--- src/rtl/bdpb_pkg.sv ---
// shared types, constants and helpers for the brush dab pixel blend
`timescale 1ns / 1ps
`default_nettype none

package bdpb_pkg;

  localparam int CANVAS_SIZE = 4096;
  localparam int D2_W        = 24;          // squared distance inside the dab
  localparam int RAD_W       = D2_W + 16;   // radicand d2 << 16
  localparam int DD_W        = RAD_W / 2;   // floor(256 * dist)
  localparam int SQ_STEPS    = DD_W;        // one root bit per stage
  localparam int SQ_REM_W    = DD_W + 3;
  localparam int Q_STEPS     = 8;           // 8-bit quotients

  typedef enum logic [2:0] {
    REG_CENTER_X   = 3'd0,
    REG_CENTER_Y   = 3'd1,
    REG_DAB_RADIUS = 3'd2,
    REG_HARDNESS   = 3'd3,
    REG_OPACITY    = 3'd4,
    REG_COLOR      = 3'd5,
    REG_ERASE      = 3'd6
  } reg_idx_t;

  typedef struct packed {
    logic [15:0] center_x;
    logic [15:0] center_y;
    logic [11:0] radius;
    logic [7:0]  hardness;
    logic [7:0]  opacity;
    logic [23:0] color;
    logic        erase;
  } cfg_t;

  // values derived from the dab registers, refreshed every cycle
  typedef struct packed {
    logic [23:0] rr;     // r * r
    logic [19:0] hr;     // hardness * r
    logic [39:0] hhrr;   // (hardness * r)^2
    logic [19:0] den;    // r * (255 - hardness)
  } cdrv_t;

  typedef struct packed {
    logic [7:0] red;
    logic [7:0] green;
    logic [7:0] blue;
    logic [7:0] alpha;
  } pix_t;

  typedef struct packed {
    pix_t pix;
    logic in_dab;
    logic full;
  } meta_t;

  typedef struct packed {
    meta_t           meta;
    logic [D2_W-1:0] d2;
  } geo_t;

  // underestimate of x / 255, off by at most one
  function automatic logic [8:0] div255_est(input logic [15:0] x);
    logic [24:0] p;
    p = {9'd0, x} * 25'd257;
    return p[24:16];
  endfunction

  // corrects the estimate to floor(x / 255)
  function automatic logic [8:0] div255_fix(input logic [15:0] x, input logic [8:0] q);
    logic [16:0] prod;
    logic [16:0] rem;
    prod = {8'd0, q} * 17'd255;
    rem  = {1'b0, x} - prod;
    return q + ((rem >= 17'd255) ? 9'd1 : 9'd0);
  endfunction

endpackage

`default_nettype wire

--- src/rtl/bdpb_blend.sv ---
// source-over paint and erase compositing with output register
`timescale 1ns / 1ps
`default_nettype none

module bdpb_blend (
  input  logic            clk,
  input  logic            rst,
  input  logic            en,
  input  logic            in_valid,
  input  bdpb_pkg::meta_t in_meta,
  input  logic [7:0]      alpha,
  input  bdpb_pkg::cfg_t  cfg,
  output logic            out_valid,
  output logic [7:0]      out_red,
  output logic [7:0]      out_green,
  output logic [7:0]      out_blue,
  output logic [7:0]      out_alpha,
  output logic            write_pixel
);
  import bdpb_pkg::*;

  typedef struct packed {
    meta_t       meta;
    logic [15:0] a2;
    logic [7:0]  a2q;
    logic [7:0]  ea;
    logic [2:0]  sat;
  } side_t;

  logic [7:0]  ia;
  logic [31:0] dvd [3];

  logic        v0, v1, v2;
  meta_t       m0, m1;
  logic [7:0]  a0;
  logic [15:0] pda0, pda1, a2_0, a2_1;
  logic [23:0] num1 [3];
  logic [8:0]  a2e1, pdae1;
  side_t       s2;
  logic [23:0] rem2 [3];

  logic [Q_STEPS-1:0] v_q;
  side_t              side_q [Q_STEPS];
  logic [23:0]        rem_q  [Q_STEPS][3];
  logic [7:0]         quo_q  [Q_STEPS][3];

  side_t fin;
  logic [7:0] chan [3];

  always_comb begin
    ia      = 8'd255 - alpha;
    for (int c = 0; c < 3; c++) begin
      dvd[c] = {num1[c], 8'd0} - {8'd0, num1[c]};
    end
    fin = side_q[Q_STEPS-1];
    for (int c = 0; c < 3; c++) begin
      chan[c] = fin.sat[c] ? 8'd255 : quo_q[Q_STEPS-1][c];
    end
  end

  always_ff @(posedge clk) begin
    if (rst) begin
      v0 <= 1'b0;
      v1 <= 1'b0;
      v2 <= 1'b0;
      out_valid <= 1'b0;
    end else if (en) begin
      v0 <= in_valid;
      v1 <= v0;
      v2 <= v1;
      out_valid <= v_q[Q_STEPS-1];
    end
  end

  always_ff @(posedge clk) begin
    if (en) begin
      m0   <= in_meta;
      a0   <= alpha;
      pda0 <= {8'd0, in_meta.pix.alpha} * {8'd0, ia};
      a2_0 <= ({alpha, 8'd0} - {8'd0, alpha}) + ({8'd0, in_meta.pix.alpha} * {8'd0, ia});

      m1    <= m0;
      pda1  <= pda0;
      a2_1  <= a2_0;
      a2e1  <= div255_est(a2_0);
      pdae1 <= div255_est(pda0);

      s2.meta <= m1;
      s2.a2   <= a2_1;
      s2.a2q  <= 8'(div255_fix(a2_1, a2e1));
      s2.ea   <= 8'(div255_fix(pda1, pdae1));
      for (int c = 0; c < 3; c++) begin
        s2.sat[c] <= dvd[c] >= {8'd0, a2_1, 8'd0};
        rem2[c]   <= dvd[c][23:0];
      end
    end
  end

  // num1 is computed from stage 0 values
  always_ff @(posedge clk) begin
    if (en) begin
      num1[0] <= {16'd0, cfg.color[23:16]} * {16'd0, a0} +
                 {16'd0, m0.pix.red} * {8'd0, pda0};
      num1[1] <= {16'd0, cfg.color[15:8]} * {16'd0, a0} +
                 {16'd0, m0.pix.green} * {8'd0, pda0};
      num1[2] <= {16'd0, cfg.color[7:0]} * {16'd0, a0} +
                 {16'd0, m0.pix.blue} * {8'd0, pda0};
    end
  end

  // per-channel restoring divide by the blended alpha
  for (genvar j = 0; j < Q_STEPS; j++) begin : g_div
    logic        v_in;
    side_t       s_in;
    logic [23:0] rem_in [3];
    logic [7:0]  quo_in [3];
    logic [23:0] den_sh;

    if (j == 0) begin : g_first
      assign v_in = v2;
      assign s_in = s2;
      for (genvar c = 0; c < 3; c++) begin : g_ch
        assign rem_in[c] = rem2[c];
        assign quo_in[c] = '0;
      end
    end else begin : g_next
      assign v_in = v_q[j-1];
      assign s_in = side_q[j-1];
      for (genvar c = 0; c < 3; c++) begin : g_ch
        assign rem_in[c] = rem_q[j-1][c];
        assign quo_in[c] = quo_q[j-1][c];
      end
    end

    assign den_sh = {8'd0, s_in.a2} << (Q_STEPS - 1 - j);

    always_ff @(posedge clk) begin
      if (rst) begin
        v_q[j] <= 1'b0;
      end else if (en) begin
        v_q[j] <= v_in;
      end
    end

    always_ff @(posedge clk) begin
      if (en) begin
        side_q[j] <= s_in;
        for (int c = 0; c < 3; c++) begin
          if (rem_in[c] >= den_sh) begin
            rem_q[j][c] <= rem_in[c] - den_sh;
            quo_q[j][c] <= {quo_in[c][6:0], 1'b1};
          end else begin
            rem_q[j][c] <= rem_in[c];
            quo_q[j][c] <= {quo_in[c][6:0], 1'b0};
          end
        end
      end
    end
  end

  always_ff @(posedge clk) begin
    if (en) begin
      out_red     <= fin.meta.pix.red;
      out_green   <= fin.meta.pix.green;
      out_blue    <= fin.meta.pix.blue;
      out_alpha   <= fin.meta.pix.alpha;
      write_pixel <= 1'b0;
      if (fin.meta.in_dab) begin
        if (cfg.erase) begin
          out_alpha   <= fin.ea;
          write_pixel <= 1'b1;
        end else if (fin.a2 != 16'd0) begin
          out_red     <= chan[0];
          out_green   <= chan[1];
          out_blue    <= chan[2];
          out_alpha   <= fin.a2q;
          write_pixel <= 1'b1;
        end
      end
    end
  end

  assert property (@(posedge clk) disable iff (rst)
    out_valid && write_pixel && !cfg.erase |-> out_alpha != 8'd0)
    else $error("painted pixel written with zero alpha");

endmodule

`default_nettype wire
--- config.mk ---
export PLATFORM = sky130hd
export DESIGN_NAME = bdpb_blend
export DESIGN_NICKNAME = d
export VERILOG_FILES = /design/src/rtl/bdpb_pkg.sv /design/src/rtl/bdpb_blend.sv
export SDC_FILE = /design/constraint.sdc
export NUM_CORES = 2
export LEC_CHECK = 0
export ABC_CLOCK_PERIOD_IN_PS = 6750
export BUFFER_PORTS_ARGS = -buffer_cell sky130_fd_sc_hd__buf_4
export CAP_MARGIN = 5
export CORE_MARGIN = 2
export CORE_UTILIZATION = 38
export DETAILED_ROUTE_END_ITERATION = 6
export GPL_ROUTABILITY_DRIVEN = 0
export MAX_ROUTING_LAYER = met4
export PLACE_DENSITY_LB_ADDON = 0.1
export SKIP_CTS_REPAIR_TIMING = 1
export SLEW_MARGIN = 5
export SYNTH_ARGS = -nofsm -noshare
export SYNTH_HDL_FRONTEND = slang
export SYNTH_SLANG_ARGS = --single-unit
--- constraint.sdc ---
create_clock -name clk -period 6.75 [get_ports clk]
set_input_delay 0.3375 -clock clk [delete_from_list [all_inputs] [get_ports clk]]
set_output_delay 0.3375 -clock clk [all_outputs]
set_load 0.02 [all_outputs]
# ---- Word level (Yosys, flattened, before mapping)
# Memories as Yosys holds them, arrays and structs flattened.
# Index checks and enable logic that the tools add are counted.
dict set report word_totals {
  ff_bits 272
  ramBits 1464
  input_bits 131
  out_inout_bits 34
  elab_cells 390
  mem_count 5
}
dict set report op_classes {
  addsub 37
  multipliers 11
  n_lt_le_gt_ge 29
  mux 213
  bitwise 48
  n_reduce_logical 1
}
# name words word_bits read_ports rd_clocked_by_memory_dff write_ports line
set memory_table {}
lappend memory_table {rem_q 8 72 7 0 8 bdpb_blend.sv:44} ;# logic [23:0] rem_q [Q_STEPS][3];
lappend memory_table {side_q 8 69 8 0 8 bdpb_blend.sv:43} ;# side_t side_q [Q_STEPS];
lappend memory_table {quo_q 8 24 8 0 8 bdpb_blend.sv:45} ;# logic [7:0] quo_q [Q_STEPS][3];
lappend memory_table {num1 3 24 3 0 3 bdpb_blend.sv:37} ;# logic [23:0] num1 [3];
lappend memory_table {rem2 3 24 3 0 3 bdpb_blend.sv:40} ;# logic [23:0] rem2 [3];
# operator count
set ops {}
lappend ops {{$mux 24} 24}
lappend ops {{$mux 8} 39}
lappend ops {{$mux 1} 150}
lappend ops {{$ge 32x24->1} 3}
lappend ops {{$sub 32x24->32} 3}
lappend ops {{$add 16x24->24} 3}
lappend ops {{$ge 24x16->1} 3}
lappend ops {{$ge 24x17->1} 3}
lappend ops {{$ge 24x18->1} 3}
lappend ops {{$ge 24x19->1} 3}
lappend ops {{$ge 24x20->1} 3}
lappend ops {{$ge 24x21->1} 3}
lappend ops {{$ge 24x22->1} 3}
lappend ops {{$ge 24x23->1} 3}
lappend ops {{$mul 8x16->24} 3}
lappend ops {{$sub 24x16->24} 3}
lappend ops {{$sub 24x17->24} 3}
lappend ops {{$sub 24x18->24} 3}
lappend ops {{$sub 24x19->24} 3}
lappend ops {{$sub 24x20->24} 3}
lappend ops {{$sub 24x21->24} 3}
lappend ops {{$sub 24x22->24} 3}
lappend ops {{$sub 24x23->24} 3}
lappend ops {{$mul 8x8->16} 4}
lappend ops {{10 further kinds} 62}

# ---- Depth between registers and ports, before layout
# An unclocked memory read counts as a cell.
dict set report depth {
  word_depth 6
  ltp_mapped 27
  depth_no_buf 27
}

# ---- Worst setup path after synthesis
# No wires, ideal clock.
dict set report synth_path {
  path_type {register to register}
  startpoint {register pda0[10]}
  endpoint {memory num1[0][23], data pin}
  setup_ns 0.260
  arrival_time_ns 6.030
  required_ns 6.490
  path_slack_ns 0.460
  stages_incl_launch_ff 23
  n_path_buf 2
  synth_period_minus_slack_ns 6.290
  path_cell_list {edfxtp_1 clkbuf_1 clkbuf_1 nand2_1 fa_1 fa_1 inv_1 fa_1 inv_1 fa_1 fa_1 fa_1 inv_1 ha_1 a21oi_1 o21ai_0 a221oi_1 nand2_1 a41o_1 or4_1 a31o_2 a21oi_1 xnor2_1}
}
# element line
set synth_lines {}
lappend synth_lines {{start: declaration} bdpb_blend.sv:36} ;# logic [15:0] pda0, pda1, a2_0, a2_1;
lappend synth_lines {{start signal: assignment} bdpb_blend.sv:79} ;# pda0 <= {8'd0, in_meta.pix.alpha} * {8'd0, ia};
lappend synth_lines {{end: declaration} bdpb_blend.sv:37}

==> results by stage <==
Floorplan:
- The floorplan has 190 rows.
- During I/O placement, the number of pins put on the boundary was 165.
- The core region is 268000 um^2.
- The floorplan step defined a die boundary enclosing 274000 um^2.
- In this run the vertical extent of the chip is roughly 520 um.
- From left edge to right edge, the die measures 523 um.
- The starting density of the core is 0.382.

Critical path:
- The class of the most critical setup path is reg -> reg.
- The maximum net fanout on the critical path is 13.
- The arrival time at the worst endpoint is ~6.9 ns.
- For the worst setup path, the data required time is just over 7 ns.
- The worst setup path is captured at a flip-flop.
- The type of origin of the critical path is a flip-flop.

Synthesis:
- The predominant post-synthesis flop cell is sky130_fd_sc_hd__edfxtp_1.
- The number of unique standard cell types used by synthesis is 90.
- The synthesized cell area is 102000 um^2.
- In this run the mean area of a mapped cell was between 10 and 15 um^2.
- The number of instances in the synthesized netlist is roughly 9000.
- The number of nets in the synthesized netlist is 10536.
- The number of enable flip-flop cells after synthesis is 1556.
- The async set-or-reset flop fraction in the synthesized netlist is 0.
- Yosys printed 0 warnings.
- For this run, the register share of the synthesized area comes to 0.459.
- The synthesized flop and latch total is 1569.

Final layout:
- The layout cell share with drive strength beyond 1 is 0.0759.
- Compared with the post-synthesis result, the final layout area differs by 12.5%.
- The most common cell after layout, fill and taps aside is sky130_fd_sc_hd__edfxtp_1.
- The library cells used most frequently in the layout, excluding fill and tap cells, are sky130_fd_sc_hd__edfxtp_1, sky130_fd_sc_hd__inv_1, sky130_fd_sc_hd__ha_1.
- The final-stage net count is 10820.

Place:
- The half-perimeter wire length after placement is 211000 um.
- During placement, the flow inserted port buffers numbering 103.
- The setup slack after placement is 0.211 ns.

Timing:
- The total setup violations reported at the end of the flow is 0.
- Of the available clock period, the critical path in the final layout requires 0.952.
- For the pin with the worst max-slew slack, the measured transition is 1.18 ns.
- The number of max-slew violations in the final report is 0.
- Setup repair after global routing could not meet its margin everywhere.
- The setup slack of the critical path after layout is 0.326 ns.
- The worst hold-check slack is between 0.02 and 0.03 ns.
- The worst relative slew slack is 0.204.
- Based on the critical path, the design can be clocked at up to about 160 MHz.
- The number of endpoints with negative hold slack in the final report is 0.
- The post-route minimum period is 6.42 ns.
- The setup skew after layout is approximately 0.11 ns.

Clocking:
- At the later pin of the worst-skew pair, clock insertion delay measures 0.88 ns.
- The TritonCTS buffer count is 178.
- The tree built by TritonCTS fans out to approximately 1600 sinks.
- The number of H-tree levels is 4.
- Clock-pin slew was measured on the worst setup and hold paths at 0.06 ns.
- The root cell of the clock tree is sky130_fd_sc_hd__clkbuf_16.
- The maximum clock insertion buffer count is 3.
- The CTS tree is yes.

Detailed routing:
- Before antenna repair, the detailed router went through 5 iterations.
- The detail route stage leaves a number of antenna-violating nets equal to 0.
- The total wirelength of the detailed-routed design is around 270000 um.
- The per-cell routed wire length is 20.7 um.
- Summing over every cut layer, the via total after detailed routing is 65179.
- For this run, design rule violations remaining after detail routing come to 0.
- The first routing iteration left 4165 violations.
- In the routed layout, each cell is associated on average with a via count of slightly above 5.

Global route:
- The initial antenna violation count was 6.
- After global routing the overflow that remains totals 0.
- The largest net degree at the start of global routing is 159.
- The number of global-route vias before repair is 66818.
- For this run, the total global-route usage over all layers was measured as 0.200.
- The first global-routing pass estimated around 400000 um of wire.

Hold path:
- The class of the tightest hold or removal check is in -> reg.

Status:
- The flow ran to the end, and the final reports show no timing, DRC or antenna violations.

Flow run:
- The number of maximum-capacitance constraint violations is 0.
[synthesized netlist by cell type, types with 45 or more instances]
master | count | area, um^2
sky130_fd_sc_hd__edfxtp_1 | 1556 | 46700
sky130_fd_sc_hd__inv_1 | 1107 | 4160
sky130_fd_sc_hd__ha_1 | 960 | 12000
sky130_fd_sc_hd__nand2_1 | 762 | 2860
sky130_fd_sc_hd__fa_1 | 589 | 11800
sky130_fd_sc_hd__nor2_1 | 464 | 1740
sky130_fd_sc_hd__a21oi_1 | 427 | 2140
sky130_fd_sc_hd__o21ai_0 | 393 | 1970
sky130_fd_sc_hd__xnor2_1 | 323 | 2830
sky130_fd_sc_hd__and2_1 | 269 | 1680
sky130_fd_sc_hd__clkbuf_1 | 181 | 679
sky130_fd_sc_hd__xor2_1 | 174 | 1520
sky130_fd_sc_hd__a21o_1 | 155 | 1160
sky130_fd_sc_hd__nor3_1 | 143 | 716
sky130_fd_sc_hd__nor2b_1 | 121 | 757
sky130_fd_sc_hd__nand2b_1 | 103 | 644
sky130_fd_sc_hd__o21a_1 | 96 | 721
sky130_fd_sc_hd__nand3_1 | 92 | 460
sky130_fd_sc_hd__mux2_2 | 88 | 991
sky130_fd_sc_hd__nand4_1 | 83 | 519
sky130_fd_sc_hd__mux2i_1 | 53 | 531
sky130_fd_sc_hd__nor4_1 | 51 | 319
sky130_fd_sc_hd__o21bai_1 | 48 | 360
sky130_fd_sc_hd__a31oi_1 | 45 | 282
[registers in the layout, summed over array words and instances, names as in the netlist, 9 cells and up]
signal        count
a2_0             16
a2_1             16
a2e1              9
g_div.den_sh     16
g_div.s_in       52
m0               33
m1               33
num1             72
pda0             16
pda1             16
pdae1             9
quo_q           108
rem2             72
rem_q           504
side_q          544
[routing by layer]
metal	part of all wire	GRT usage	routed length [um]	up-vias
li1	-	-	-	31604
met1	0.44	0.247	116000	31903
met2	0.50	0.339	132000	1273
met3	0.030	0.0206	8010	399
met4	0.038	0.0720	10100	0
met5	0	-	0	-
[metrics by stage]
step                instance area, um^2  std cells  TNS [ns]   util
finish                           115000      12840         0  0.430
global route                     115000      12839   -0.0148  0.430
CTS                              115000      12777         0  0.428
detailed placement               108000      12452         0  0.404
global placement                 108000      12452         0  0.404
floorplan                        102000       8856         0      -
[worst max-delay path, stage by stage (launching register included)]
cell                       delay [ns]
sky130_fd_sc_hd__edfxtp_1        0.46
sky130_fd_sc_hd__buf_12          0.18
sky130_fd_sc_hd__buf_4           0.20
sky130_fd_sc_hd__and2_1          0.19
sky130_fd_sc_hd__fa_1            0.53
sky130_fd_sc_hd__inv_1           0.06
sky130_fd_sc_hd__fa_1            0.53
sky130_fd_sc_hd__inv_1           0.05
sky130_fd_sc_hd__fa_1            0.47
sky130_fd_sc_hd__inv_1           0.05
sky130_fd_sc_hd__fa_1            0.49
sky130_fd_sc_hd__fa_1            0.44
sky130_fd_sc_hd__fa_1            0.51
sky130_fd_sc_hd__inv_1           0.05
sky130_fd_sc_hd__ha_1            0.30
sky130_fd_sc_hd__and3_1          0.22
sky130_fd_sc_hd__and2_1          0.18
sky130_fd_sc_hd__a221oi_2        0.28
sky130_fd_sc_hd__o21ai_1         0.18
sky130_fd_sc_hd__nand2b_1        0.10
sky130_fd_sc_hd__a21boi_0        0.12
sky130_fd_sc_hd__o21ai_0         0.18
sky130_fd_sc_hd__nand2b_1        0.07
sky130_fd_sc_hd__a21oi_1         0.19
sky130_fd_sc_hd__xnor2_1         0.08
[area by class of cell]
class	count	area, um^2
fill	24768	153000
multi-input combinational	5978	50600
sequential	1569	47000
clock buffer	208	4570
tap	3552	4440
inverter	1108	4160
timing repair buffer	305	2730
clock inverter	117	1730
antenna	3	7.51
[worst paths after layout]
| check | to | cells after the start | slack, ns | start |
|---|---|---|---|---|
| setup / recovery | num1[0][46]$_DFFE_PP_ | 24 | 0.33 | pda0[8]$_DFFE_PP_ |
| hold / removal | out_alpha[5]$_DFFE_PP_ | 3 | 0.03 | cfg[0] |
| setup reg to reg | num1[0][46]$_DFFE_PP_ | 24 | 0.33 | pda0[8]$_DFFE_PP_ |
| hold reg to reg | rem_q[0][26]$_DFFE_PP_ | 0 | 0.39 | rem2[0][26]$_DFFE_PP_ |
[cells by family after synthesis]
group,share of synthesized area
adder cells (fa/ha/maj),0.232
XOR/XNOR,0.0425
AND/OR/NAND/NOR,0.110
AO/OA/AOI/OAI,0.0907
buffers and inverters,0.0482
multiplexers,0.0178
flip-flops,0.459
Power is left out: the tool's default activity adds up to more than one toggle a clock period on the data nets, which glitch-free logic cannot reach.
